`config.mk`:
```
export PLATFORM = sky130hd
export DESIGN_NAME = nmst_iou
export DESIGN_NICKNAME = d
export VERILOG_FILES = /design/src/nmst_pkg.sv /design/src/nmst_iou.sv
export SDC_FILE = /design/constraint.sdc
export NUM_CORES = 2
export LEC_CHECK = 0
export BUFFER_PORTS_ARGS = -buffer_cell sky130_fd_sc_hd__buf_2
export CORE_UTILIZATION = 34
export CTS_BUF_LIST = sky130_fd_sc_hd__clkbuf_16
export DETAILED_ROUTE_END_ITERATION = 8
export HOLD_SLACK_MARGIN = 0.15
export SETUP_SLACK_MARGIN = 0.2
export SYNTH_ARGS = -nofsm -noshare
export SYNTH_HDL_FRONTEND = slang
export SYNTH_SLANG_ARGS = --single-unit
export TNS_END_PERCENT = 30
```
`constraint.sdc`:
```
create_clock -name clock -period 7 [get_ports clock]
set_input_delay 0.35 -clock clock [delete_from_list [all_inputs] [get_ports clock]]
set_output_delay 0.35 -clock clock [all_outputs]
set_load 0.1 [all_outputs]
```
`src/nmst_pkg.sv`:
```
// ----------------------------------------------------------------------------
// nmst_pkg: shared types and constants of the detection NMS table
// Entry layout, outcome codes, controller states and the overlap unit's
// pipeline depth.
// ----------------------------------------------------------------------------
package nmst_pkg;

   // Default table depth.
   localparam int NMST_MAX_ENTRIES = 64;

   // Reset value of the overlap threshold (one half).
   localparam logic [15:0] NMST_THR_RESET = 16'd32768;

   // Pipeline depth of the overlap unit, and the width of the drain counter.
   localparam int NMST_IOU_LAT = 5;
   localparam int NMST_DRAIN_W = $clog2(NMST_IOU_LAT);

   // Width of the slot field on the result channel.
   localparam int NMST_SLOT_W = 6;

   // One kept detection.
   typedef struct packed {
      logic [15:0] label;
      logic [15:0] conf;
      logic [15:0] left;
      logic [15:0] top;
      logic [15:0] right;
      logic [15:0] bottom;
   } entry_type;

   // Result of one comparison from the overlap unit.
   typedef struct packed {
      logic valid;
      logic hit;
      logic gt;
   } iou_res_type;

   // Outcome codes on the result channel.
   typedef enum logic [2:0] {
      OUT_APPEND  = 3'd0,
      OUT_REPLACE = 3'd1,
      OUT_SUPPR   = 3'd2,
      OUT_FULL    = 3'd3,
      OUT_FLUSHED = 3'd4,
      OUT_EMPTY   = 3'd5
   } outcome_type;

   // Input opcodes.
   typedef enum logic {
      OP_SUBMIT = 1'b0,
      OP_FLUSH  = 1'b1
   } opcode_type;

   // Controller states.
   typedef enum logic [2:0] {
      ST_IDLE,
      ST_SCAN,
      ST_DRAIN,
      ST_DECIDE,
      ST_FLUSH
   } state_type;

endpackage

```
`src/nmst_iou.sv`:
```
// ----------------------------------------------------------------------------
// nmst_iou: pipelined overlap test
// Compares the query with one kept entry per cycle: label match, box overlap
// against the threshold (intersection * 65536 > threshold * union) and
// confidence order. Five register stages, results in feed order.
// ----------------------------------------------------------------------------
module nmst_iou
   import nmst_pkg::*;
(
   input  logic        clock,
   input  logic        reset,
   input  logic        feed_valid,
   input  entry_type   query,
   input  entry_type   kept,
   input  logic [15:0] threshold,
   output iou_res_type res
);

   logic [15:0] min_r, max_l, min_b, max_t;
   logic [15:0] qw_in, qh_in, kw_in, kh_in;

   logic        v1_ff, v2_ff, v3_ff, v4_ff;
   logic        ovl1_ff, lbl1_ff, gt1_ff;
   logic [15:0] iw1_ff, ih1_ff, qw1_ff, qh1_ff, kw1_ff, kh1_ff;
   logic        ok2_ff, gt2_ff;
   logic [31:0] inter2_ff, qa2_ff, ka2_ff;
   logic        ok3_ff, gt3_ff;
   logic [31:0] inter3_ff;
   logic [32:0] uni3_ff;
   logic        ok4_ff, gt4_ff;
   logic [31:0] inter4_ff;
   logic [48:0] prod4_ff;
   logic        res_valid_ff, res_hit_ff, res_gt_ff;

   // Edge selection and box extents.
   always_comb begin
      min_r = (query.right  < kept.right)  ? query.right  : kept.right;
      max_l = (query.left   > kept.left)   ? query.left   : kept.left;
      min_b = (query.bottom < kept.bottom) ? query.bottom : kept.bottom;
      max_t = (query.top    > kept.top)    ? query.top    : kept.top;
      qw_in = (query.right  > query.left)  ? query.right  - query.left : 16'd0;
      qh_in = (query.bottom > query.top)   ? query.bottom - query.top  : 16'd0;
      kw_in = (kept.right   > kept.left)   ? kept.right   - kept.left  : 16'd0;
      kh_in = (kept.bottom  > kept.top)    ? kept.bottom  - kept.top   : 16'd0;
   end

   // Valid chain.
   always_ff @(posedge clock) begin
      if (reset) begin
         v1_ff        <= 1'b0;
         v2_ff        <= 1'b0;
         v3_ff        <= 1'b0;
         v4_ff        <= 1'b0;
         res_valid_ff <= 1'b0;
      end else begin
         v1_ff        <= feed_valid;
         v2_ff        <= v1_ff;
         v3_ff        <= v2_ff;
         v4_ff        <= v3_ff;
         res_valid_ff <= v4_ff;
      end
   end

   // Datapath stages.
   always_ff @(posedge clock) begin
      // Stage 1: extents and flags.
      ovl1_ff <= (min_r > max_l) && (min_b > max_t);
      lbl1_ff <= (query.label == kept.label);
      gt1_ff  <= (query.conf > kept.conf);
      iw1_ff  <= min_r - max_l;
      ih1_ff  <= min_b - max_t;
      qw1_ff  <= qw_in;
      qh1_ff  <= qh_in;
      kw1_ff  <= kw_in;
      kh1_ff  <= kh_in;
      // Stage 2: intersection and both areas.
      ok2_ff    <= ovl1_ff && lbl1_ff;
      gt2_ff    <= gt1_ff;
      inter2_ff <= iw1_ff * ih1_ff;
      qa2_ff    <= qw1_ff * qh1_ff;
      ka2_ff    <= kw1_ff * kh1_ff;
      // Stage 3: union.
      ok3_ff    <= ok2_ff;
      gt3_ff    <= gt2_ff;
      inter3_ff <= inter2_ff;
      uni3_ff   <= {1'b0, qa2_ff} + {1'b0, ka2_ff} - {1'b0, inter2_ff};
      // Stage 4: threshold times union.
      ok4_ff    <= ok3_ff;
      gt4_ff    <= gt3_ff;
      inter4_ff <= inter3_ff;
      prod4_ff  <= {33'd0, threshold} * {16'd0, uni3_ff};
      // Stage 5: final compare.
      res_hit_ff <= ok4_ff && ({1'b0, inter4_ff, 16'd0} > prod4_ff);
      res_gt_ff  <= gt4_ff;
   end

   assign res = '{valid: res_valid_ff, hit: res_hit_ff, gt: res_gt_ff};

endmodule
```
## Word-level counts from Yosys, hierarchy flattened

Cells that the tools add are included.

| word-level totals | value |
|---|---|
| flip-flop bits (word level) | 354 |
| input bits | 211 |
| output and inout bits | 3 |
| word-level logic and storage cells | 61 |

| operators by class | value |
|---|---|
| add/sub/neg operators | 8 |
| $mul | 4 |
| $lt $le $gt $ge | 12 |
| equality and inequality tests | 1 |
| multiplexer cells | 4 |
| reduce and logical (&&, ||, !) cells | 3 |

Operators by type and width:

| kind | count |
|---|---|
| 16-bit greater-than comparator | 9 |
| 16-bit by 16-bit multiplier with 32-bit output | 3 |
| 16-bit subtractor | 6 |
| 16-bit two-way mux | 4 |
| 48-bit by 49-bit greater-than comparator with 1-bit output | 1 |
| 16-bit by 33-bit multiplier with 49-bit output | 1 |
| 32-bit by 32-bit adder with 33-bit output | 1 |
| 33-bit by 32-bit subtractor with 33-bit output | 1 |
| 16-bit less-than comparator | 2 |
| 16-bit equality test | 1 |
| 1-bit logical AND | 3 |

## Logic depth before layout (Yosys ltp)

| depth | value |
|---|---|
| word-level depth | 4 |
| depth in mapped cells | 26 |

## Worst setup path after synthesis

No wires, ideal clock.

| path | value |
|---|---|
| kind | reg-to-reg |
| from | register uni3_ff[16] |
| to | register prod4_ff[41] |
| setup time | 72 ps |
| data arrival time | 6273 ps |
| data required time | 6928 ps |
| slack | 655 ps |
| stages on the path, launching flop included | 23 |
| period minus slack after synthesis | 6345 ps |
| cells stage by stage | dfxtp_1 clkbuf_1 nand2_1 fa_1 fa_1 fa_1 inv_1 fa_1 fa_1 inv_1 fa_1 inv_1 ha_1 clkbuf_1 nand4_1 or4_1 a31oi_1 o31ai_1 o31ai_1 a31oi_1 o21a_1 o21ai_1 xor2_1 |

| between the ends | value |
|---|---|
| cells in the longest elaborated chain, start to end | 1 |

Ends and longest elaborated chain:

| what | line | text |
|---|---|---|
| start, declared | nmst_iou.sv:29 | `logic [32:0] uni3_ff;` |
| start signal, assigned | nmst_iou.sv:86 | `uni3_ff <= {1'b0, qa2_ff} + {1'b0, ka2_ff} - {1'b0, inter2_ff};` |
| 16-bit by 33-bit multiplier with 49-bit output | nmst_iou.sv:91 | `prod4_ff <= {33'd0, threshold} * {16'd0, uni3_ff};` |
| end signal, assigned | nmst_iou.sv:91 |  |
| end, declared | nmst_iou.sv:32 | `logic [48:0] prod4_ff;` |

No other way between the ends.
A chain may end at the register's enable or synchronous reset.

## Worst setup path after layout

| path | value |
|---|---|
| from | register uni3_ff[15] |
| to | register prod4_ff[41] |

The elaborated chain is that of the path after synthesis.

==> impl_metrics.yaml <==
outcome:
  status: "completed"
clocking:
  post_cts_buffers: 0
  cts_buffers: 44
  clkTransAtPathRegs_ns: 0.06
  cts_tree: "yes"
  ctsLongestPathBuffers: 3
  cts_root_buf: "clkbuf_16"
  cts_max_level: 2
  clock-sinks: 354
  worstSkewPairLatency_ns: 0.64
logic_synthesis:
  synthCells: 6740
  synth_top_cell_by_area: "fa_1"
  synthesis.nets: 8675
  synth.most_common_cell: "inv_1"
  synth_area_leaders: "fa_1 35%, ha_1 14%, dfxtp_1 12%"
  synthArstFlopShare: 0
  syn_area_sq_um: 59400
  syn_avg_cell_area_sq_um: 8.82
  synthFlopType: "dfxtp_1"
  yosysSeqAreaShare: 0.119
  ys_seq_elements: 354
  synth_edf_count: 0
  ys_warn_count: 0
  synth_cell_types: 74
  synth_top_area_frac: 0.354
  synth_common_cells: "1514 x inv_1, 1052 x fa_1, 910 x nand2_1"
final_layout:
  layout-drive-gt1-share: 0.0766
  area_growth_pct: 10.6
  multiInputGateArea_sq_um: 46000
  fill_cells: 17600
  regArea_sq_um: 7130
  final_nets: 8899
drt:
  drt_iter0_drc: 2642
  vias: 44700
  routedWlPerCell_um: 17.2
  drc_errors: 0
  firstDrtPassIters: 6
  drt_wl_total_um: 161000
  vias_per_cell: 4.79
  antenna_left: 0
critical_path:
  crit_path_start: "uni3_ff[15]$_DFF_P_"
  end_kind: "register"
  startpoint_type: "register"
  rr_worst_depth: 25
  crit_fanout: 13
  rrSetupSlack_ns: 0.43
  required_ns: 7.56
  crit_family: "adder cells"
  cp_num_buf_inv: 9
  cp_slowest_stage_delay_ns: 0.52
  cp-endpoint: "prod4_ff[41]$_DFF_P_"
  rr_startpoint: "uni3_ff[15]$_DFF_P_"
  cp_common_cell: "fa_1"
  crit_cells: 25
  critPathSlowestCell: "fa_1"
  worst-setup-path-type: "reg -> reg"
  reg2reg_to: "prod4_ff[41]$_DFF_P_"
  critPathArrivalTime_ns: 7.13
sta:
  final.setup.tns_ns: 0
  rsz0062_at_grt: "true"
  whs_ns: 0.181
  worstMarginPinSlew_ns: 1.08
  fin_skew_ns: 0.0314
  fin_crit_ns: 6.57
  slew_violations: 0
  max_freq_mhz: 152
  finalHoldViolations: 0
  slew-limit-headroom: 0.276
  setup_viol_count_final: 0
  finalCritPeriodShare: 0.938
floorplan:
  start_util: 0.342
  die_h_um: 420
  die-area_sq_um: 176000
  die_w_um: 420
  pin_count: 214
  core_area_sq_um: 174000
  std_cell_rows: 153
place:
  place_congestion: 0.951
  dp_hpwl_um: 138000
  port_buffers: 213
grt:
  use_met3: 0.0216
  grt_max_degree: 34
  grt_pass1_vias: 47800
  antenna_found_initial: 2
  gr-usage-all-layers: 0.188
  grt_use_met1: 0.261
  grtUsageMet2: 0.305
  grt_pass1_wl_um: 263000
  grt_busiest_layer: "met2"
  grt.overflow.total: 0
worst_hold_path:
  hold_path.class: "in -> reg"
  min_delay_path_depth: 3
run:
  drv_cap: 0
==> worst register-to-register path, stage by stage, from the launching register on <==
cell,delay (ns)
dfxtp_1,0.48
buf_4,0.28
and2_1,0.18
fa_1,0.42
inv_1,0.08
fa_1,0.44
fa_1,0.51
inv_1,0.05
fa_1,0.52
fa_1,0.50
inv_1,0.05
fa_1,0.48
inv_1,0.04
ha_1,0.32
nand2_1,0.11
buf_4,0.16
a2111oi_1,0.43
buf_4,0.20
o31ai_1,0.07
buf_4,0.15
o31ai_1,0.22
buf_4,0.17
a31oi_1,0.10
o21a_1,0.22
o21ai_1,0.15
xor2_1,0.16
==> registers in the layout, summed over array words and instances, names as in the netlist, 16 cells and up <==
signal	cells
ih1_ff	16
inter2_ff	32
inter3_ff	32
inter4_ff	32
iw1_ff	16
ka2_ff	32
kh1_ff	16
kw1_ff	16
prod4_ff	49
qa2_ff	32
qh1_ff	16
qw1_ff	16
uni3_ff	33
==> worst min path at each step <==
stage / start / end
4_1_cts: kept[64] / gt1_ff$_DFF_P_
3_5_place_dp: inter3_ff[0]$_DFF_P_ / inter4_ff[0]$_DFF_P_
2_1_floorplan: gt1_ff$_DFF_P_ / gt2_ff$_DFF_P_
5_1_grt: query[33] / qh1_ff[1]$_SDFF_PP0_
6_report: query[33] / qh1_ff[1]$_SDFF_PP0_
3_3_place_gp: gt1_ff$_DFF_P_ / gt2_ff$_DFF_P_
==> layout make-up <==
class,count,share of cell area
tap,2325,0.0443
sequential,354,0.109
clock buffer,44,0.0168
clock inverter,38,0.00667
inverter,1515,0.0866
antenna,1,0.0000381
multi-input combinational,4660,0.700
timing repair buffer,389,0.0376
==> per-layer routing <==
metal	part of all wire	wire length, um	up-vias
li1	-	-	21100
met1	0.47	75100	22200
met5	0	0	-
met4	0.032	5200	0
met2	0.45	72600	1174
met3	0.049	7870	222
==> what timing repair did <==
item / CTS / global route
pin swaps: 0 / 2
hold buffers: 12 / 0
endpoints found under the hold margin: 11 / 0
setup endpoints to repair: 1 / 18
gates resized for setup: 1 / 52
==> placed cells by master, fill, tap and decap left out, types with 35 or more instances in the layout <==
| cell type | Yosys | layout |
|---|---|---|
| inv_1 | 1514 | 1516 |
| fa_1 | 1052 | 1052 |
| nand2_1 | 910 | 910 |
| ha_1 | 672 | 672 |
| and2_1 | 516 | 516 |
| dfxtp_1 | 354 | 319 |
| a21oi_1 | 229 | 226 |
| buf_2 | 2 | 213 |
| nor2_1 | 188 | 188 |
| buf_4 | 3 | 159 |
| xnor2_1 | 149 | 149 |
| a21o_1 | 128 | 128 |
| o21ai_0 | 80 | 80 |
| nor3_1 | 65 | 65 |
| nand4_1 | 62 | 62 |
| xor2_1 | 60 | 60 |
| o21ai_1 | 59 | 57 |
| o21a_1 | 55 | 55 |
| nand3_1 | 49 | 49 |
| nor2b_1 | 44 | 44 |
| clkbuf_16 | 0 | 44 |
| dfxtp_2 | 0 | 35 |
==> kinds of logic after synthesis <==
logic type	Yosys count	share of synthesized area
and+or+nand+nor	1940	0.157
AOI/OAI and AO/OA	734	0.0787
xor gates and xnor gates	209	0.0308
adders and majority gates	1724	0.496
buffers and inverters	1726	0.109
DFF	354	0.119
muxes	53	0.00954
==> per-stage QoR <==
step | setup WS, ns | area, sq um | cells | util
after global routing | 0.139 | 65700 | 9325 | 0.378
after CTS | 0.205 | 65600 | 9325 | 0.378
after detailed placement | 0.155 | 63900 | 9231 | 0.368
after global placement | 0.204 | 63900 | 9231 | 0.368
after floorplan | 0.655 | 59400 | 6740 | -
final | 0.434 | 65700 | 9326 | 0.378
Power is left out: the tool's default activity adds up to more than one toggle a clock period on the data nets, which glitch-free logic cannot reach.
