## src/nmst_pkg.sv

```systemverilog
// ----------------------------------------------------------------------------
// nmst_pkg: shared types and constants of the detection NMS table
// Entry layout, outcome codes, controller states and the overlap unit's
// pipeline depth.
// ----------------------------------------------------------------------------
package nmst_pkg;

   // Default table depth.
   localparam int NMST_MAX_ENTRIES = 64;

   // Reset value of the overlap threshold (one half).
   localparam logic [15:0] NMST_THR_RESET = 16'd32768;

   // Pipeline depth of the overlap unit, and the width of the drain counter.
   localparam int NMST_IOU_LAT = 5;
   localparam int NMST_DRAIN_W = $clog2(NMST_IOU_LAT);

   // Width of the slot field on the result channel.
   localparam int NMST_SLOT_W = 6;

   // One kept detection.
   typedef struct packed {
      logic [15:0] label;
      logic [15:0] conf;
      logic [15:0] left;
      logic [15:0] top;
      logic [15:0] right;
      logic [15:0] bottom;
   } entry_type;

   // Result of one comparison from the overlap unit.
   typedef struct packed {
      logic valid;
      logic hit;
      logic gt;
   } iou_res_type;

   // Outcome codes on the result channel.
   typedef enum logic [2:0] {
      OUT_APPEND  = 3'd0,
      OUT_REPLACE = 3'd1,
      OUT_SUPPR   = 3'd2,
      OUT_FULL    = 3'd3,
      OUT_FLUSHED = 3'd4,
      OUT_EMPTY   = 3'd5
   } outcome_type;

   // Input opcodes.
   typedef enum logic {
      OP_SUBMIT = 1'b0,
      OP_FLUSH  = 1'b1
   } opcode_type;

   // Controller states.
   typedef enum logic [2:0] {
      ST_IDLE,
      ST_SCAN,
      ST_DRAIN,
      ST_DECIDE,
      ST_FLUSH
   } state_type;

endpackage

```

## src/nmst_cell.sv

```systemverilog
// ----------------------------------------------------------------------------
// nmst_cell: one storage cell of the entry ring
// Holds one kept entry. It either takes a new entry from the write port or
// takes its neighbour's entry when the ring rotates.
// ----------------------------------------------------------------------------
module nmst_cell
   import nmst_pkg::*;
(
   input  logic      clock,
   input  logic      shift,
   input  logic      load,
   input  entry_type shift_data,
   input  entry_type load_data,
   output entry_type entry
);

   entry_type entry_ff;

   // A direct write wins over rotation; the two never coincide in practice.
   always_ff @(posedge clock) begin
      if (load) begin
         entry_ff <= load_data;
      end else if (shift) begin
         entry_ff <= shift_data;
      end
   end

   assign entry = entry_ff;

endmodule

```

## config.mk

```make
export PLATFORM = sky130hd
export DESIGN_NAME = nmst_cell
export DESIGN_NICKNAME = d
export VERILOG_FILES = /design/src/nmst_pkg.sv /design/src/nmst_cell.sv
export SDC_FILE = /design/constraint.sdc
export NUM_CORES = 1
export LEC_CHECK = 0
export ABC_AREA = 1
export BUFFER_PORTS_ARGS = -buffer_cell sky130_fd_sc_hd__buf_4
export CAP_MARGIN = 20
export CORE_AREA = 2 2 113 115
export CTS_CLUSTER_SIZE = 10
export DETAILED_ROUTE_END_ITERATION = 10
export DIE_AREA = 0 0 115 117
export PLACE_DENSITY = 0.68
export SETUP_SLACK_MARGIN = 0.3
export SYNTH_ARGS = -nofsm -noshare
export SYNTH_HDL_FRONTEND = slang
export SYNTH_SLANG_ARGS = --single-unit
```

## constraint.sdc

```tcl
create_clock -name clock -period 2.6 [get_ports clock]
set_input_delay 0.26 -clock clock [delete_from_list [all_inputs] [get_ports clock]]
set_output_delay 0.26 -clock clock [all_outputs]
set_load 0.005 [all_outputs]
```

[Word-level counts from Yosys, hierarchy flattened]
Index checks and enable logic that the tools add are counted.
W data, S select, Z words.
Storage, ports and cells
  register bits: 96
  word-level logic and storage cells: 9
Operators by class
  multiplexer cells: 2
  reductions and logical operators: 1
Operators with widths (count)
  $mux W96: 2
  $reduce_bool A2 Y1: 1

[Longest topological paths before layout]
Gate-level depths: netlist of run 1.
  depth after elaboration: 2
  depth in mapped cells: 6

[Worst setup path after synthesis of run 1]
OpenSTA, ideal clock, no wires.
  path kind: input-to-reg
  from: input load
  to: register entry_ff (netlist bit entry[0]) (enable)
  arrival time: 1723 ps
  setup time: 414 ps
  path buffers: 2
  required time: 2186 ps
  setup slack: 464 ps
  stages on the path: 3
  path through: buf_4 buf_6 or2_2
On the way
  cells in the longest elaborated chain, start to end: 1
Ends and longest elaborated chain
  from (decl): RTL line nmst_cell.sv:11  | input logic load,
  $reduce_bool A2 Y1 (no source line)
  to (signal assigned): RTL line nmst_cell.sv:22  | entry_ff <= load_data;
  to (signal assigned): RTL line nmst_cell.sv:24  | entry_ff <= shift_data;
  to (decl): RTL line nmst_cell.sv:17  | entry_type entry_ff;
No other way between the ends.
A chain may end at the register's enable or synchronous reset.

[Worst setup path after layout of run 1]
  from: input load
  to: register entry_ff (netlist bit entry[61]) (enable)
The elaborated chain is that of the path after synthesis.

==> results.tsv, run 1 <==
stage	metric	value	unit
floorplanning	start_util	33.5	%
power_and_ir_drop	p_sw_share	21.4	%
detailed_routing	initialDrtViolationCount	156	
cts	ctsHoldBuffers	0	
logic_synthesis	yosys_register_bits	96	
worst_setup_path	arrival	1.24	ns
cts	postCtsSetupRepairBufs	0	
placement	dp_hpwl	8890	um
detailed_routing	drc	0	
timing	max_slew_margin	38.7	%
timing	fin_crit_sh	48.7	%
final_layout	n_antenna_cell	0	
floorplanning	dieArea	0.0135	mm^2
worst_setup_path	path_common_cell	buf_4	
cts	tritoncts	yes	
logic_synthesis	synth.avg_cell_area	10.1	um^2
power_and_ir_drop	pwr-share-clk	33.7	%
cts	cts.sinks	96	
timing	setup_viol	0	
timing	drv_slew	0	
cts	cts_resized	0	
global_routing	gr-total-overflow	0	
logic_synthesis	ys_warn_count	0	
final_layout	largest_reg_flops	96	
timing	finalHoldViolations	0	
final_layout	layout-drive-gt1-share	44.3	%
global_routing	grt_pass1_wl	16900	um
final_layout	nNetsFinal	885	
timing	period_needed	1.27	ns
cts	numCtsBuffers	9	
cts	clockBufferDepth	2	
power_and_ir_drop	p_per_area	602	mW/mm^2
floorplanning	die_y	117	um
detailed_routing	via_per_inst	4.40	
detailed_routing	drt_first_pass_iters	4	
floorplanning	die_x	115	um
timing	rsz0062_at_grt	false	
power_and_ir_drop	p_int	3160	uW
detailed_routing	final_antenna_net_count	0	
power_and_ir_drop	combPwrFrac	17.7	%
floorplanning	rows	41	
timing	fmax	790	MHz
worst_setup_path	crit_fanout	40	
power_and_ir_drop	peakVddDrop	0.275	mV
global_routing	grt_max_degree	97	
worst_setup_path	crit_chain	buf_4 -> or2_4 -> buf_4	
status	status	complete, no violations	
worst_setup_path	critical_path_class	input pin to flip-flop	
placement	placed_cells	829	
detailed_routing	route.detailed.wl_per_inst	13.9	um
cts	path_clk_slew	0.06	ns
floorplanning	boundaryPins	291	
timing	setup_tns	0	ns
worst_setup_path	worst_path_max_delay_cell	buf_4	
final_layout	syn2layout_area_growth	62.1	%
placement	place.port_buffers	290	
global_routing	grt_pass1_vias	3388	
placement	place_congestion	0.809	
global_routing	grt_use_total	16.4	%
timing	worstMarginPinSlew	0.920	ns
power_and_ir_drop	leakage	0.00340	uW
global_routing	grt_antenna_before_repair	0	
logic_synthesis	yosysUniqueCellTypes	7	
floorplanning	core_area	0.0123	mm^2
hold_path	hp-class	input pin to flip-flop	
power_and_ir_drop	sequentialPowerShare	48.6	%
logic_synthesis	syn_inst	407	
power_and_ir_drop	switchingPower	860	uW
logic_synthesis	synthesis.nets	602	
logic_synthesis	seq_area_frac_synth	69.9	%
worst_setup_path	cp.required	2.57	ns
logic_synthesis	synth_area	0.00412	mm^2
worst_setup_path	start_kind	input pin	
cts	cts-root-buf	clkbuf_16	
final_layout	fin_cells	843	
detailed_routing	num_vias	3706	
cts	h-tree-depth	3	
worst_setup_path	cp_slowest_stage_delay	0.43	ns
flow_run	drv_cap	0	
worst_setup_path	worstSetupEndpointType	flip-flop	
detailed_routing	wl	11700	um
placed cells by master, fill, tap and decap left out, drive strengths merged:
| cell | instances |
|---|---|
| buf | 293 |
| clkbuf | 10 |
| clkinvlp | 1 |
| inv | 1 |
| nand2 | 288 |
| clkinv | 1 |
| or2 | 1 |
| bufinv | 2 |
| edfxtp | 96 |
per-layer routing:
metal  routed length (um)  global-route usage, %
met1                 4510                   19.2
met2                 5920                   28.3
met3                 1110                   5.25
met4                  211                   5.94
met5                    0                      0
synth_stat cells:
library cell  count  area [um^2]
nand2_1         288         1080
edfxtp_1         96         2880
buf_2            14         70.1
buf_6             6         67.6
buf_4             1         7.51
inv_4             1         6.26
or2_2             1         6.26
worst paths after layout:
| check | startpoint | to | slack (ns) | cells after the start |
|---|---|---|---|---|
| worst min-delay path | shift_data[12] | entry[12] | 0.19 | 3 |
| worst max-delay path | load | entry[61] | 1.33 | 3 |
worst max-delay path: cells and delay by family:
family	cells	cell delay [ns]
buffers and inverters	2	0.73
AND/OR/NAND/NOR	1	0.21
cells by family after synthesis:
logic type / after synthesis / share of synthesized area [%]
AND/OR/NAND/NOR: 289 / 26.4
buffers and inverters: 22 / 3.67
flip-flops: 96 / 69.9
final cells by class:
cell class | count | area [um^2]
Sequential cell | 96 | 2880
Fill cell | 1101 | 5630
Timing Repair Buffer | 293 | 2210
Tap cell | 150 | 188
Clock inverter | 4 | 71.3
Clock buffer | 10 | 229
Multi-Input combinational cell | 289 | 1090
Inverter | 1 | 6.26
power by group through the flow:
stage	registers [uW]	logic, uW	clock network [uW]
2_1_floorplan	2000	170	0
3_3_place_gp	1980	712	0
3_5_place_dp	1990	721	0
4_1_cts	1960	722	1380
5_1_grt	1970	780	1440
6_report	1960	710	1350
per-stage QoR:
step / util (%) / hold WS, ns / area (um^2) / power (uW) / setup slack, ns
final: 54.2 / 0.186 / 6680 / 4020 / 1.33
after global routing: 54.2 / 0.179 / 6680 / 4190 / 1.21
after CTS: 54.2 / 0.175 / 6680 / 4060 / 1.33
after detailed placement: 51.8 / 0.527 / 6380 / 2710 / 0.973
after global placement: 51.8 / 0.524 / 6380 / 2690 / 0.985
after floorplan: - / 0.439 / 4120 / 2170 / 0.464
(Power assumes the default switching activity.)
==> run 2: changes to the inputs <==
Clock period 2.6 ns to 1.3 ns, I/O delays scaled along.
==> run 2 against run 1 <==
Utilization up 0.82 points. Hold slack lost 0.13 ns. Sequential share of layout area fell by 0.65 points. Largest cell class unchanged. Non-clock buffer count grew 1. Highest routed layer unchanged. Critical endpoint is now entry[93]. Global-route usage rose by 0.57 points.
==> results.tsv, run 2 (same netlist as run 1, synthesis figures left out) <==
stage	metric	value	unit	change
power_and_ir_drop	switchingPower	1750	uW	was 860 uW
final_layout	final_common_cell	nand2_1		was buf_4
cts	h-tree-depth	3		unchanged
global_routing	grt_max_degree	97		unchanged
worst_setup_path	cp.required	1.17	ns	was 2.57 ns
cts	path_clk_slew	0.06	ns	about the same
final_layout	fin_area	0.00678	mm^2	was 0.00668 mm^2
timing	rsz0062_at_grt	true		was false
global_routing	grt_pass1_wl	17500	um	was 16,900 um
floorplanning	die_x	115	um	unchanged
detailed_routing	route.detailed.wl_per_inst	14.2	um	was 13.9 um
final_layout	fill_cells	1103		was 1,101
timing	setup_viol	0		unchanged
final_layout	nNetsFinal	886		was 885
timing	finalHoldViolations	0		unchanged
cts	cts.sinks	96		unchanged
worst_setup_path	cp_slowest_stage_delay	0.42	ns	was 0.43 ns
worst_setup_path	critPathBufInv	1		was 2
global_routing	use_met1	19.9	%	was 19.2%
cts	clockBufferDepth	2		unchanged
power_and_ir_drop	combPwrFrac	18.6	%	was 17.7%
power_and_ir_drop	pwr-share-clk	32.0	%	was 33.7%
floorplanning	die_y	117	um	unchanged
flow_run	drv_cap	0		unchanged
worst_setup_path	arrival	0.90	ns	was 1.24 ns
floorplanning	dieArea	0.0135	mm^2	unchanged
final_layout	largest_reg_flops	96		unchanged
timing	fin_crit_sh	79.0	%	
detailed_routing	wl	12000	um	was 11,700 um
cts	tritoncts	yes		unchanged
detailed_routing	final_antenna_net_count	0		unchanged
status	status	complete, no violations		unchanged
worst_setup_path	path_delay_family	flip-flops		was buffers and inverters
power_and_ir_drop	p_sw_share	22.0	%	was 21.4%
worst_setup_path	critical_path_class	flip-flop to output pin		was input pin to flip-flop
power_and_ir_drop	power	7950	uW	was 4020 uW
power_and_ir_drop	leakage	0.00344	uW	was 0.00340 uW
cts	cts-root-buf	clkbuf_16		unchanged
timing	max_slew_margin	55.1	%	was 38.7%
floorplanning	boundaryPins	291		unchanged
detailed_routing	drt_first_pass_iters	4		unchanged
global_routing	gr-total-overflow	0		unchanged
floorplanning	core_area	0.0123	mm^2	unchanged
worst_setup_path	start_kind	flip-flop		was input pin
global_routing	busiest_layer	met2		unchanged
global_routing	grt_use_total	16.9	%	was 16.4%
placement	place.port_buffers	290		unchanged
detailed_routing	initialDrtViolationCount	210		was 156
global_routing	grt_util_met2	29.5	%	was 28.3%
worst_setup_path	crit_fanout	1		was 40
hold_path	hp-class	input pin to flip-flop		unchanged
power_and_ir_drop	p_int	6200	uW	was 3160 uW
final_layout	layout-drive-gt1-share	44.4	%	was 44.3%
final_layout	mostFrequentLayoutCells	288 x nand2_1, 266 x buf_4, 96 x edfxtp_1		was 292 x buf_4, 288 x nand2_1, 96 x edfxtp_1
timing	worstMarginPinSlew	0.673	ns	was 0.920 ns
timing	period_needed	1.03	ns	
detailed_routing	num_vias	3710		was 3,706
detailed_routing	via_per_inst	4.39		was 4.40
placement	dp_hpwl	9030	um	was 8890 um
worst_setup_path	crit_chain	buf_6		was buf_4 -> or2_4 -> buf_4
global_routing	grt_antenna_before_repair	0		unchanged
power_and_ir_drop	sequentialPowerShare	49.4	%	was 48.6%
final_layout	n_antenna_cell	0		unchanged
timing	fmax	974	MHz	
worst_setup_path	worstSetupEndpointType	output pin		was flip-flop
final_layout	syn2layout_area_growth	64.5	%	was 62.1%
global_routing	grt_use_met3	4.69	%	was 5.25%
floorplanning	rows	41		unchanged
power_and_ir_drop	p_per_area	1170	mW/mm^2	was 602 mW/mm^2
global_routing	grt_pass1_vias	3476		was 3,388
timing	drv_slew	0		unchanged
detailed_routing	drc	0		unchanged
worst_setup_path	worst_path_max_delay_cell	edfxtp_1		was buf_4
floorplanning	start_util	33.5	%	unchanged
placement	placed_area	0.00640	mm^2	was 0.00638 mm^2
placement	place_congestion	0.818		was 0.809
cts	numCtsBuffers	9		unchanged
power_and_ir_drop	peakVddDrop	0.556	mV	was 0.275 mV
## run 2: repair_timing
item | 4_1_cts | 5_1_grt
endpoints found under the setup margin | 22 | 155
gates resized for setup | 7 | 20
hold buffers | 0 | 0
setup buffers | 0 | 0
## run 2: path summary, 6_finish.rpt
check | end | cells after the start | startpoint | slack (ns)
worst max-delay path | entry[93] | 1 | entry[93] | 0.27
worst min-delay path | entry[30] | 3 | shift_data[30] | 0.06
## run 2: cell type report
| class | count | area, um^2 | share of cell area, % |
|---|---|---|---|
| Inverter | 1 | 8.76 | 0.129 |
| Clock inverter | 4 | 45.0 | 0.664 |
| Tap cell | 150 | 188 | 2.77 |
| Timing Repair Buffer | 294 | 2330 | 34.4 |
| Sequential cell | 96 | 2880 | 42.5 |
| Clock buffer | 12 | 236 | 3.49 |
| Multi-Input combinational cell | 289 | 1090 | 16.1 |
## run 2: through the flow
step | TNS, ns | setup WS (ns) | cells | hold WS [ns] | util, %
after floorplan | -18.02 | -0.188 | 407 | 0.309 | -
after global placement | 0 | 0.0348 | 830 | 0.393 | 52.0
after detailed placement | -0.179 | -0.0410 | 830 | 0.397 | 52.0
after CTS | 0 | 0.233 | 846 | 0.0432 | 54.5
after global routing | 0 | 0.239 | 846 | 0.0527 | 55.1
final | 0 | 0.273 | 846 | 0.0562 | 55.1
## run 2: power by group through the flow
| stage | registers, uW | logic (uW) | clock network, uW |
|---|---|---|---|
| final | 3930 | 1480 | 2550 |
| after global routing | 3960 | 1620 | 2750 |
| after detailed placement | 3980 | 1450 | 0 |
| after global placement | 3960 | 1430 | 0 |
| after CTS | 3920 | 1470 | 2610 |
| after floorplan | 4000 | 343 | 0 |
## run 2: routing by layer
metal	part of all wire [%]	vias to the layer above
li1	-	1868
met1	38	1642
met2	51	189
met3	9.4	11
met4	1.3	0
met5	0	-
